--- src/hw/rtl/fpba_pkg.sv ---
// Shared types and constants of the fit-policy block allocator.
`timescale 1ns / 1ps

package fpba_pkg;

	localparam int MAX_BLOCKS = 32;
	localparam int SIZE_BITS  = 16;
	localparam int IDX_BITS   = $clog2(MAX_BLOCKS);
	localparam int CNT_BITS   = $clog2(MAX_BLOCKS + 1);

	localparam int CFG_INDEX_BITS = 2;
	localparam int CFG_DATA_BITS  = 6;

	typedef enum logic [CFG_INDEX_BITS-1:0] {
		CFG_FIT_MODE   = 2'd0,
		CFG_NUM_BLOCKS = 2'd1
	} cfg_reg_t;

	typedef enum logic [1:0] {
		FIT_FIRST = 2'd0,
		FIT_BEST  = 2'd1,
		FIT_WORST = 2'd2
	} fit_mode_t;

	typedef enum logic {
		REQ_LOAD     = 1'b0,
		REQ_ALLOCATE = 1'b1
	} req_kind_t;

	typedef struct packed {
		logic        req_type;
		logic [4:0]  block_index;
		logic [15:0] amount;
	} req_t;

	typedef struct packed {
		logic        granted;
		logic [4:0]  block_number;
		logic [15:0] remaining;
	} rsp_t;

endpackage

--- src/hw/rtl/fit_policy_block_allocator.sv ---
// Top level of the fit-policy block allocator: free-size table and search sequencer.
`timescale 1ns / 1ps

// The block keeps a free size for each of MAX_BLOCKS blocks in a one-port-read,
// one-port-write RAM and searches it one entry per cycle. A load word writes its
// entry directly. An allocate word scans blocks 0 to num_blocks-1 (saturated to
// MAX_BLOCKS) through the RAM read port, then writes the charged entry back when
// one fits and posts the result; the block takes no new word until the result is
// posted. A finished result waits in the output register while the next word is
// accepted. After reset every entry reads as zero through per-entry valid flags,
// so no clearing pass is needed. Configuration writes are always ready.
module fit_policy_block_allocator (
	input  logic                                 clk,
	input  logic                                 arst_n,
	input  logic                                 req_valid,
	output logic                                 req_stall,
	input  fpba_pkg::req_t                       req,
	output logic                                 rsp_valid,
	input  logic                                 rsp_stall,
	output fpba_pkg::rsp_t                       rsp,
	input  logic                                 cfg_valid,
	output logic                                 cfg_ready,
	input  logic [fpba_pkg::CFG_INDEX_BITS-1:0]  cfg_index,
	input  logic [fpba_pkg::CFG_DATA_BITS-1:0]   cfg_data
);

	import fpba_pkg::*;

	typedef enum logic [1:0] {
		ST_IDLE,
		ST_SCAN,
		ST_LAST,
		ST_DONE
	} state_t;

	state_t              state_q;
	fit_mode_t           fit_mode_q;
	logic [5:0]          num_blocks_q;
	logic [MAX_BLOCKS-1:0] filled_q;

	fit_mode_t           mode_q;
	logic [CNT_BITS-1:0] active_q;
	logic [CNT_BITS-1:0] cnt_q;
	logic [SIZE_BITS-1:0] amt_q;
	logic                found_q;
	logic [IDX_BITS-1:0] pick_q;
	logic [SIZE_BITS-1:0] best_q;

	logic                rd_vld_s1;
	logic [IDX_BITS-1:0] rd_idx_s1;

	logic                accept;
	logic                finish;
	logic                ram_we;
	logic [IDX_BITS-1:0] ram_waddr;
	logic [SIZE_BITS-1:0] ram_wdata;
	logic                ram_re;
	logic [SIZE_BITS-1:0] ram_rdata;
	logic [SIZE_BITS-1:0] entry_size;
	logic                take;
	logic [CNT_BITS-1:0] active_sat;
	logic [SIZE_BITS-1:0] left_size;

	assign cfg_ready = 1'b1;
	assign req_stall = (state_q != ST_IDLE);
	assign accept    = req_valid && !req_stall;
	assign finish    = (state_q == ST_DONE) && !(rsp_valid && rsp_stall);
	assign left_size = best_q - amt_q;

	assign active_sat = (num_blocks_q > 6'(MAX_BLOCKS)) ? CNT_BITS'(MAX_BLOCKS)
	                                                    : CNT_BITS'(num_blocks_q);

	// A load writes straight into the table; an allocate writes back only when granted.
	always_comb begin
		ram_we    = 1'b0;
		ram_waddr = pick_q;
		ram_wdata = left_size;
		if (accept && (req.req_type == REQ_LOAD)
		    && ({1'b0, req.block_index} < 6'(MAX_BLOCKS))) begin
			ram_we    = 1'b1;
			ram_waddr = IDX_BITS'(req.block_index);
			ram_wdata = SIZE_BITS'(req.amount);
		end else if (finish && found_q) begin
			ram_we = 1'b1;
		end
	end

	assign ram_re = (state_q == ST_SCAN);

	// Entries never written since reset read as zero.
	assign entry_size = filled_q[rd_idx_s1] ? ram_rdata : '0;

	always_comb begin
		take = 1'b0;
		if (rd_vld_s1 && (entry_size >= amt_q)) begin
			if (!found_q) begin
				take = 1'b1;
			end else begin
				case (mode_q)
					FIT_BEST:  take = (entry_size < best_q);
					FIT_WORST: take = (entry_size > best_q);
					default:   take = 1'b0;
				endcase
			end
		end
	end

	fpba_ram #(
		.WIDTH(SIZE_BITS),
		.DEPTH(MAX_BLOCKS)
	) u_table (
		.clk   (clk),
		.we    (ram_we),
		.waddr (ram_waddr),
		.wdata (ram_wdata),
		.re    (ram_re),
		.raddr (cnt_q[IDX_BITS-1:0]),
		.rdata (ram_rdata)
	);

	always_ff @(posedge clk or negedge arst_n) begin
		if (!arst_n) begin
			state_q      <= ST_IDLE;
			fit_mode_q   <= FIT_FIRST;
			num_blocks_q <= '0;
			filled_q     <= '0;
			rd_vld_s1    <= 1'b0;
			found_q      <= 1'b0;
			rsp_valid    <= 1'b0;
		end else begin
			if (cfg_valid && cfg_ready) begin
				case (cfg_index)
					CFG_FIT_MODE: begin
						// The unused mode code behaves as first fit.
						if (cfg_data[1:0] == 2'd3) begin
							fit_mode_q <= FIT_FIRST;
						end else begin
							fit_mode_q <= fit_mode_t'(cfg_data[1:0]);
						end
					end
					CFG_NUM_BLOCKS: num_blocks_q <= cfg_data;
					default: ;
				endcase
			end

			if (ram_we) begin
				filled_q[ram_waddr] <= 1'b1;
			end

			if (rsp_valid && !rsp_stall && !finish) begin
				rsp_valid <= 1'b0;
			end

			rd_vld_s1 <= ram_re;
			rd_idx_s1 <= cnt_q[IDX_BITS-1:0];

			if (take) begin
				found_q <= 1'b1;
				pick_q  <= rd_idx_s1;
				best_q  <= entry_size;
			end

			case (state_q)
				ST_IDLE: begin
					if (accept && (req.req_type == REQ_ALLOCATE)) begin
						mode_q   <= fit_mode_q;
						active_q <= active_sat;
						amt_q    <= SIZE_BITS'(req.amount);
						cnt_q    <= '0;
						found_q  <= 1'b0;
						state_q  <= (active_sat == '0) ? ST_DONE : ST_SCAN;
					end
				end
				ST_SCAN: begin
					cnt_q <= cnt_q + 1'b1;
					if (cnt_q == active_q - 1'b1) begin
						state_q <= ST_LAST;
					end
				end
				ST_LAST: begin
					state_q <= ST_DONE;
				end
				ST_DONE: begin
					if (finish) begin
						rsp_valid <= 1'b1;
						rsp.granted      <= found_q;
						rsp.block_number <= found_q ? 5'(pick_q) : 5'd0;
						rsp.remaining    <= found_q ? 16'(left_size) : 16'd0;
						state_q          <= ST_IDLE;
					end
				end
				default: state_q <= ST_IDLE;
			endcase
		end
	end

`ifndef SYNTHESIS
	a_rsp_from_done: assert property (@(posedge clk) disable iff (!arst_n)
		$rose(rsp_valid) |-> $past(state_q == ST_DONE))
		else $error("result posted outside the finish step");

	a_refusal_zero: assert property (@(posedge clk) disable iff (!arst_n)
		rsp_valid && !rsp.granted |-> (rsp.block_number == 5'd0) && (rsp.remaining == 16'd0))
		else $error("refused result carries a nonzero block or size");

	a_scan_in_range: assert property (@(posedge clk) disable iff (!arst_n)
		state_q == ST_SCAN |-> (cnt_q < active_q))
		else $error("scan address beyond the active blocks");

	a_no_wb_when_busy: assert property (@(posedge clk) disable iff (!arst_n)
		(state_q == ST_DONE) && rsp_valid && rsp_stall |=> (state_q == ST_DONE))
		else $error("finish step left while the result register was full");
`endif

endmodule

--- src/hw/rtl/fpba_ram.sv ---
// Generic single-write, single-read RAM with a registered read port.
`timescale 1ns / 1ps

module fpba_ram #(
	parameter int WIDTH = 16,
	parameter int DEPTH = 32
) (
	input  logic                     clk,
	input  logic                     we,
	input  logic [$clog2(DEPTH)-1:0] waddr,
	input  logic [WIDTH-1:0]         wdata,
	input  logic                     re,
	input  logic [$clog2(DEPTH)-1:0] raddr,
	output logic [WIDTH-1:0]         rdata
);

	logic [WIDTH-1:0] mem_q [DEPTH];

	always_ff @(posedge clk) begin
		if (we) begin
			mem_q[waddr] <= wdata;
		end
		if (re) begin
			rdata <= mem_q[raddr];
		end
	end

endmodule

--- config.mk ---
export PLATFORM = sky130hd
export DESIGN_NAME = fit_policy_block_allocator
export DESIGN_NICKNAME = d
export VERILOG_FILES = /design/src/hw/rtl/fpba_pkg.sv /design/src/hw/rtl/fit_policy_block_allocator.sv /design/src/hw/rtl/fpba_ram.sv
export SDC_FILE = /design/constraint.sdc
export NUM_CORES = 1
export LEC_CHECK = 0
export ABC_AREA = 1
export BUFFER_PORTS_ARGS = -buffer_cell sky130_fd_sc_hd__buf_2
export CAP_MARGIN = 20
export CELL_PAD_IN_SITES_DETAIL_PLACEMENT = 1
export CELL_PAD_IN_SITES_GLOBAL_PLACEMENT = 2
export CORE_MARGIN = 2
export CORE_UTILIZATION = 40
export CTS_BUF_LIST = sky130_fd_sc_hd__clkbuf_2 sky130_fd_sc_hd__clkbuf_4 sky130_fd_sc_hd__clkbuf_8
export DETAILED_ROUTE_END_ITERATION = 10
export MAX_ROUTING_LAYER = met4
export PLACE_DENSITY = 0.8
export SKIP_CTS_REPAIR_TIMING = 1
export SLEW_MARGIN = 20
export SYNTH_ARGS = -nofsm -noshare
export SYNTH_HDL_FRONTEND = slang
export SYNTH_SLANG_ARGS = --single-unit
--- constraint.sdc ---
create_clock -name clk -period 6 [get_ports clk]
set_input_delay 0.3 -clock clk [delete_from_list [all_inputs] [get_ports clk]]
set_output_delay 0.3 -clock clk [all_outputs]
set_load 0.05 [all_outputs]
==> results.json, run 1 <==
{
  "detail-route-antenna-nets": 0,
  "synth_edf_count": 606,
  "routed_wl_um": 77300,
  "clockBufferDepth": 3,
  "startpoint": "rd_idx_s1[0]$_DFFE_PP_",
  "finalHoldViolCount": 0,
  "grt_pass1_vias": 19100,
  "seq_area_frac_synth": 0.716,
  "cts_tree": "built",
  "fmaxAchievable_mhz": 249,
  "rsz0062_at_grt": "no",
  "gp_congestion": 0.821,
  "syn_inst": 2147,
  "cts_buffers": 107,
  "routedWlPerCell_um": 23.8,
  "cp-endpoint": "pick_q[0]$_DFFE_PP_",
  "min_path_type": "input pin to register",
  "antenna_found_initial": 1,
  "grt_start_max_net_pins": 167,
  "grtUsageTotal": 0.229,
  "finalSetupTns_ps": 0,
  "drt_iter0_markers": 1398,
  "clk_pin_slew_worst_paths_ps": 60,
  "core_area_sq_um": 66900,
  "synth_nets": 2237,
  "rrSetupSlack_ps": 1990,
  "start_util": 0.403,
  "dpl.hpwl_um": 46700,
  "slew_viol_final": 0,
  "cp_max_fo": 21,
  "worstMarginPinSlew_ps": 1110,
  "worst_setup_path_start_kind": "register",
  "nFillCells": 6906,
  "status": "finished clean",
  "dieWidth_um": 264,
  "worstReg2RegEnd": "pick_q[0]$_DFFE_PP_",
  "cp-end-kind": "register",
  "crit_arrival_ps": 4340,
  "multi_input_area_sq_um": 6950,
  "drive_gt1_frac": 0.157,
  "post-route-util": 0.464,
  "viasPerCell": 5.56,
  "dieArea_sq_um": 69500,
  "core.rowCount": 95,
  "power.density_nw_per_um2": 437,
  "synthDistinctLibCells": 48,
  "die_h_um": 264,
  "cts-root-buf": "clkbuf_8",
  "seqCellArea_sq_um": 19300,
  "clock_sinks": 651,
  "grt_pass1_wl_um": 117000,
  "fin_crit_sh": 0.669,
  "area_growth_pct": 15.1,
  "fin_crit_ps": 4010,
  "syn_avg_cell_area_sq_um": 12.6,
  "overflow": 0,
  "crit_type": "register to register",
  "skew_ps": 28.9,
  "crit_required_ps": 6330,
  "dr.pass1.iters": 5,
  "nNetsFinal": 2374,
  "drv_cap": 0,
  "yosysWarningCount": 0,
  "r2r_cells": 18,
  "reg2reg_from": "rd_idx_s1[0]$_DFFE_PP_",
  "synth-seq-cells": 651,
  "htree_levels": 3,
  "clkLatencyLatePin_ps": 710,
  "p_leak_nw": 11.0,
  "finalSetupViolCount": 0,
  "io_pins": 60,
  "vias": 18100,
  "synthArstFlopShare": 0.0691,
  "port_buffers": 58,
  "vdd_drop_max_v": 0.000285,
  "drc": 0,
  "slew_headroom": 0.260,
  "synth_area_sq_um": 27000,
  "ys.flop_type": "edfxtp_1"
}
power breakdown:
| part | internal (W) | switching [W] |
|---|---|---|
| clock | 0.00222 | 0.00181 |
| combinational | 0.000975 | 0.00274 |
| sequential | 0.00565 | 0.000186 |
| total | 0.00885 | 0.00473 |
stage by stage:
stage / hold WS (ps) / instance area [sq um] / total power, W / setup slack (ps) / std cells
floorplan: 4.41 / 27000 / 0.00814 / 2410 / 2147
global placement: 305 / 28500 / 0.00945 / 1860 / 3020
detailed placement: 321 / 28500 / 0.00962 / 2030 / 3020
CTS: -461 / 30800 / 0.0137 / 1970 / 3215
global route: 60.2 / 31100 / 0.0142 / 1680 / 3244
finish: 44.4 / 31100 / 0.0136 / 1990 / 3244
metal layers:
| layer | part of all wire | up-vias | global-route usage | wire length, um |
|---|---|---|---|---|
| met5 | 0 | - | - | 0 |
| met4 | 0.029 | 0 | 0.0746 | 2210 |
| met3 | 0.053 | 142 | 0.0334 | 4090 |
| met2 | 0.48 | 518 | 0.371 | 37500 |
| met1 | 0.43 | 9260 | 0.299 | 33500 |
| li1 | - | 8132 | - | - |
cell usage after synthesis (11+ instances only):
cell type | count | share of area
dfrtp_1 | 45 | 0.042
buf_2 | 11 | 0.0020
a221oi_1 | 19 | 0.0062
xor2_1 | 16 | 0.0052
o21ai_1 | 19 | 0.0035
ha_1 | 54 | 0.025
o22ai_1 | 77 | 0.018
a32oi_1 | 14 | 0.0045
a31oi_1 | 13 | 0.0030
nor2_1 | 376 | 0.052
or2_1 | 36 | 0.0083
clkbuf_1 | 90 | 0.013
o21ai_0 | 285 | 0.053
nand3_1 | 61 | 0.011
nand2_1 | 151 | 0.021
edfxtp_1 | 606 | 0.67
o221ai_1 | 41 | 0.013
inv_1 | 103 | 0.014
a21oi_1 | 43 | 0.0080
nor3_1 | 12 | 0.0022
worst min path at each step:
stage / start / end / slack [ps] / cells past startpoint
global route: req_valid / found_q$_DFF_PN0_ / 60 / 4
global placement: arst_n / found_q$_DFF_PN0_ / 300 / 1
detailed placement: arst_n / found_q$_DFF_PN0_ / 320 / 1
floorplan: arst_n / filled_q[0]$_DFFE_PN0N_ / 4 / 0
finish: req_valid / found_q$_DFF_PN0_ / 40 / 4
CTS: arst_n / filled_q[28]$_DFFE_PN0N_ / -460 / 1
state kept, by name, summed over array words and instances, names as in the netlist, 6 cells and up:
register       flops
active_q           6
cnt_q              6
best_q            16
u_table.rdata     16
u_table.mem_q    512
amt_q             16
num_blocks_q       6
rsp               22
filled_q          32
cell families after synthesis:
group | count (synthesis) | synth area share
AND/OR/NAND/NOR | 656 | 0.101
AO/OA/AOI/OAI | 527 | 0.114
XOR/XNOR | 23 | 0.00747
buffers and inverters | 231 | 0.0340
flip-flops | 651 | 0.716
other | 1 | 0.000139
adder cells (fa/ha/maj) | 55 | 0.0258
multiplexers | 3 | 0.00116
cell usage in the layout (no fill, tap or decap), drive strengths merged, types with 54 or more instances in the layout:
cell / n
nand2: 154
nor2: 377
inv: 114
o21ai: 305
ha: 54
buf: 115
clkbuf: 147
o22ai: 77
nand3: 65
edfxtp: 606
cell type report:
class                   count  share of cell area
flip-flops and latches    651               0.622
repair buffers            143              0.0333
clock inverters            48              0.0130
well taps                 873              0.0352
clock buffers             147              0.0583
inverters                 116              0.0145
diodes                      1           0.0000806
multi-input cells        1265               0.224
worst max-delay path: stages, from the launching register on:
cell and delay (ps):
edfxtp_1 820, inv_8 130, nand2_1 130, nand3_1 80
nand3_1 90, nand2_1 50, nand2_1 100, nand3_2 120
nand2_4 200, nor2_1 120, ha_1 340, inv_1 70
nor3_1 250, a211oi_1 90, o21ai_1 130, nand2_1 70
nand2_1 90, nand3_1 120, a21oi_4 620
No activity file was read; power rests on OpenSTA's default activity.
==> run 2, diff against run 1 <==
==> constraint.sdc (replaced) <==
create_clock -name clk -period 3.85 [get_ports clk]
set_input_delay 0.1925 -clock clk [delete_from_list [all_inputs] [get_ports clk]]
set_output_delay 0.1925 -clock clk [all_outputs]
set_load 0.05 [all_outputs]
==> results.json, run 2 (synthesis results as in run 1) <==
{
  "status": "finished clean",
  "drt_iter0_markers": 1422,
  "drive_gt1_frac": 0.168,
  "skew_ps": 48.6,
  "crit_required_ps": 4230,
  "core.rowCount": 95,
  "grtUsageTotal": 0.231,
  "cts_buffers": 107,
  "rsz0062_at_grt": "no",
  "grt_pass1_vias": 18900,
  "dr.pass1.iters": 5,
  "area_growth_pct": 15.9,
  "min_path_type": "input pin to register",
  "clkLatencyLatePin_ps": 730,
  "drv_cap": 0,
  "worstReg2RegEnd": "best_q[14]$_DFFE_PP_",
  "overflow": 0,
  "r2r_cells": 18,
  "nFillCells": 6917,
  "finalHoldViolCount": 0,
  "antenna_found_initial": 2,
  "clockBufferDepth": 3,
  "top_register": "u_table.mem_q",
  "dieArea_sq_um": 69500,
  "min_to": "num_blocks_q[4]$_DFFE_PN0P_",
  "post-route-util": 0.467,
  "p_leak_nw": 11.2,
  "cts_tree": "built",
  "vias": 18300,
  "fin_crit_ps": 3490,
  "grt_pass1_wl_um": 117000,
  "seqCellArea_sq_um": 19300,
  "core_area_sq_um": 66900,
  "start_util": 0.403,
  "io_pins": 60,
  "rrSetupSlack_ps": 360,
  "hold_depth": 3,
  "final_common_cell": "edfxtp_1",
  "detail-route-antenna-nets": 0,
  "htree_levels": 3,
  "slew_headroom": 0.347,
  "gp_congestion": 0.840,
  "power.density_nw_per_um2": 668,
  "drc": 0,
  "multi_input_area_sq_um": 6900,
  "cp-end-kind": "register",
  "crit_arrival_ps": 3870,
  "routedWlPerCell_um": 24.0,
  "finalSetupTns_ps": 0,
  "routed_wl_um": 79000,
  "grt-busiest-layer": "met2",
  "vdd_drop_max_v": 0.000334,
  "die_h_um": 264,
  "port_buffers": 58,
  "fmaxAchievable_mhz": 287,
  "cts-root-buf": "clkbuf_8",
  "worstMarginPinSlew_ps": 976,
  "slew_viol_final": 0,
  "hold_ws_ps": 38.7,
  "crit_type": "register to register",
  "finalSetupViolCount": 0,
  "worst_setup_path_start_kind": "register",
  "viasPerCell": 5.58,
  "clock_sinks": 651,
  "reg2reg_from": "rd_idx_s1[1]$_DFFE_PP_",
  "worstHoldStart": "cfg_valid",
  "mostFrequentLayoutCells": "edfxtp_1, nor2_1, o21ai_0",
  "gr-usage-met2": 0.369,
  "largest_register_ffs": 512,
  "grt_start_max_net_pins": 148,
  "grt_use_met1": 0.303,
  "clk_pin_slew_worst_paths_ps": 60,
  "nNetsFinal": 2419,
  "reg_top3": "u_table.mem_q (512), filled_q (32), rsp (22)",
  "grt_use_met3": 0.0391,
  "cp_max_fo": 15,
  "fin_crit_sh": 0.906,
  "dpl.hpwl_um": 49200,
  "dieWidth_um": 264
}
## run 2: changes by cell type in the layout (fill, tap and decap cells not counted), sizes merged
cell	before	now
bufinv	6	0
clkinvlp	3	2
dlygate4sd3	28	31
buf	115	157
clkbuf	147	149
clkinv	41	43
inv	114	117
## run 2: metal layers
layer	part of all wire	up-vias
met3	0.062	152
li1	-	8224
met1	0.43	9374
met4	0.029	0
met2	0.48	593
met5	0	-
## run 2: worst max-delay path by stage
stage | startpoint | end | slack (ps) | cells past startpoint
6_report | rd_idx_s1[1]$_DFFE_PP_ | best_q[14]$_DFFE_PP_ | 360 | 18
5_1_grt | rd_idx_s1[1]$_DFFE_PP_ | best_q[15]$_DFFE_PP_ | 80 | 18
4_1_cts | rd_idx_s1[0]$_DFFE_PP_ | best_q[15]$_DFFE_PP_ | 170 | 19
3_5_place_dp | rd_idx_s1[0]$_DFFE_PP_ | best_q[10]$_DFFE_PP_ | 190 | 19
3_3_place_gp | rd_idx_s1[0]$_DFFE_PP_ | best_q[8]$_DFFE_PP_ | 270 | 19
2_1_floorplan | rd_idx_s1[0]$_DFFE_PP_ | best_q[0]$_DFFE_PP_ | 260 | 20
## run 2: area by class of cell
type / count / share of cell area
Sequential cell: 651 / 0.618
Tap cell: 873 / 0.0349
Clock inverter: 46 / 0.00748
Clock buffer: 149 / 0.0576
Timing Repair Buffer: 188 / 0.0470
Inverter: 116 / 0.0144
Antenna cell: 1 / 0.0000800
Multi-Input combinational cell: 1265 / 0.221
## run 2: critical path, stage by stage, from the launching register on
cell,delay [ps]
edfxtp_1,590
inv_2,160
nand3_1,120
nand3_1,80
nand2_1,100
nand2_1,80
nand3_2,110
nand2_4,140
nor2_1,220
ha_1,290
a21oi_1,150
nor2_1,60
a211oi_1,230
o221a_2,260
nand2_1,60
nand2_1,70
nand3_2,70
a21oi_2,140
buf_4,250
## run 2: stage by stage
step	cells	power, W	worst slack, ps	area (sq um)
6_report	3289	0.0209	361	31300
5_1_grt	3289	0.0219	80.0	31300
4_1_cts	3255	0.0210	171	30900
3_5_place_dp	3060	0.0152	193	28900
3_3_place_gp	3060	0.0149	271	28900
2_1_floorplan	2147	0.0127	257	27000
## run 2: report_power, final
group	total (W)	switching (W)	internal [W]
Clock	0.00584	0.00281	0.00303
Combinational	0.00598	0.00433	0.00165
Sequential	0.00908	0.000267	0.00881
==> run 3, diff against run 2 <==
--- a/config.mk
+++ b/config.mk
@@ -14,8 +14,8 @@
 export CORE_UTILIZATION = 40
 export CTS_BUF_LIST = sky130_fd_sc_hd__clkbuf_2 sky130_fd_sc_hd__clkbuf_4 sky130_fd_sc_hd__clkbuf_8
 export DETAILED_ROUTE_END_ITERATION = 10
-export MAX_ROUTING_LAYER = met4
-export PLACE_DENSITY = 0.8
+export PLACE_DENSITY = 0.81
+export RECOVER_POWER = 25
 export SKIP_CTS_REPAIR_TIMING = 1
 export SLEW_MARGIN = 20
 export SYNTH_ARGS = -nofsm -noshare
==> results.json, run 3 (synthesis results as in run 1) <==
{
  "clock_sinks": 651,
  "gp_congestion": 0.849,
  "p_seq_frac": 0.438,
  "dieWidth_um": 264,
  "failed_checks": "capacitance limit, slew limit",
  "antenna_found_initial": 4,
  "vdd_drop_max_v": 0.000432,
  "largest_register_ffs": 512,
  "port_buffers": 58,
  "worstMarginPinSlew_ps": 2300,
  "worst_setup_path_start_kind": "register",
  "area_growth_pct": 15.0,
  "nFillCells": 7012,
  "drv_cap": 5,
  "drt_iter0_markers": 1324,
  "dpl.hpwl_um": 48400,
  "fin_crit_sh": 0.928,
  "clk_pin_slew_worst_paths_ps": 60,
  "grt_pass1_vias": 19200,
  "fmaxAchievable_mhz": 280,
  "p_int_w": 0.0135,
  "drc": 0,
  "core.rowCount": 95,
  "swShare": 0.352,
  "final_common_cell": "edfxtp_1",
  "reg_top3": "u_table.mem_q (512), filled_q (32), rsp (22)",
  "dieArea_sq_um": 69500,
  "grtUsageTotal": 0.225,
  "routedWlPerCell_um": 24.2,
  "p_leak_nw": 10.9,
  "status": "finished with violations",
  "multi_input_area_sq_um": 6870,
  "clockBufferDepth": 3,
  "viasPerCell": 5.58,
  "routed_wl_um": 79300,
  "detail-route-antenna-nets": 0,
  "cts_buffers": 106,
  "htree_levels": 3,
  "skew_ps": 33.1,
  "finalWorstSetupSlack_ps": 279,
  "seqCellArea_sq_um": 19300,
  "slew_headroom": -0.537,
  "core_area_sq_um": 66900,
  "min_path_type": "input pin to register",
  "top_register": "u_table.mem_q",
  "crit_type": "register to register",
  "instances_no_fill": 3271,
  "io_pins": 60,
  "dr.pass1.iters": 5,
  "p_comb_frac": 0.282,
  "vias": 18200,
  "cts_tree": "built",
  "crit_required_ps": 4380,
  "finalSetupViolCount": 0,
  "slew_viol_final": 137,
  "finalHoldViolCount": 0,
  "cp-end-kind": "register",
  "start_util": 0.403,
  "cp_max_fo": 23,
  "cts-root-buf": "clkbuf_8",
  "rsz0062_at_grt": "no",
  "dpl_worst_slack_ps": 86.3,
  "power.switching_w": 0.00734,
  "grt_pass1_wl_um": 117000,
  "crit_arrival_ps": 4100,
  "finalSetupTns_ps": 0,
  "mostFrequentLayoutCells": "edfxtp_1, nor2_1, o21ai_0",
  "die_h_um": 264,
  "nNetsFinal": 2404,
  "p_clk_frac": 0.280,
  "overflow": 0,
  "power.density_nw_per_um2": 672,
  "fin_crit_ps": 3570,
  "clkLatencyLatePin_ps": 730,
  "grt_start_max_net_pins": 134,
  "drive_gt1_frac": 0.138,
  "placed_cells": 3047
}
## run 3: cell types whose count changed in the layout (fill, tap and decap cells not counted), sizes merged
cell,previous run,this run
buf,157,87
clkinv,43,40
inv,117,115
clkbuf,149,205
bufinv,0,1
## run 3: worst paths after layout
check,startpoint,to,slack (ps),cells past startpoint
min,cfg_valid,num_blocks_q[4]$_DFFE_PN0P_,40,3
max,cnt_q[2]$_SDFFCE_PN0P_,u_table.rdata[9]$_DFFE_PP_,280,6
min reg2reg,fit_mode_q[0]$_DFFE_PN0P_,mode_q[0]$_DFFE_PP_,460,0
max reg2reg,cnt_q[2]$_SDFFCE_PN0P_,u_table.rdata[9]$_DFFE_PP_,280,6
max in group asynchronous,arst_n,filled_q[27]$_DFFE_PN0N_,1510,3
min in group asynchronous,arst_n,num_blocks_q[0]$_DFFE_PN0P_,750,3
## run 3: power by group through the flow
stage,clock (W),combinational [W],sequential [W]
finish,0.00584,0.00589,0.00912
global route,0.00625,0.00643,0.00916
CTS,0.00597,0.00588,0.00912
detailed placement,0,0.00585,0.00926
global placement,0,0.00560,0.00925
floorplan,0,0.00341,0.00928
## run 3: area by class of cell
cell class | instances | share of cell area
Tap cell | 873 | 0.0352
Timing Repair Buffer | 174 | 0.0405
Sequential cell | 651 | 0.623
Inverter | 116 | 0.0145
Antenna cell | 1 | 0.0000807
Multi-Input combinational cell | 1265 | 0.221
Clock inverter | 42 | 0.00718
Clock buffer | 149 | 0.0582
## run 3: metal layers
metal  vias to the layer above  global-route usage  part of all wire
met2                       504               0.376              0.49
met5                         -                   0           0.00044
met1                      9388               0.295              0.42
li1                       8188                   -                 -
met3                       160              0.0452             0.059
met4                         6              0.0751             0.029
## run 3: stage by stage
step	total power [W]	hold WS, ps	instance area [sq um]	util
after floorplan	0.0127	-103	27000	-
after global placement	0.0148	96.5	28800	0.430
after detailed placement	0.0151	109	28800	0.430
after CTS	0.0210	-692	30800	0.460
after global routing	0.0218	64.4	31000	0.464
final	0.0208	40.1	31000	0.464
## run 3: critical path, cell delays in order, from the launching register on
cell and delay (ps):
edfxtp_1 340, clkbuf_1 1330, nand2_1 170, inv_1 560
clkbuf_1 460, a221oi_1 250, a32oi_1 240
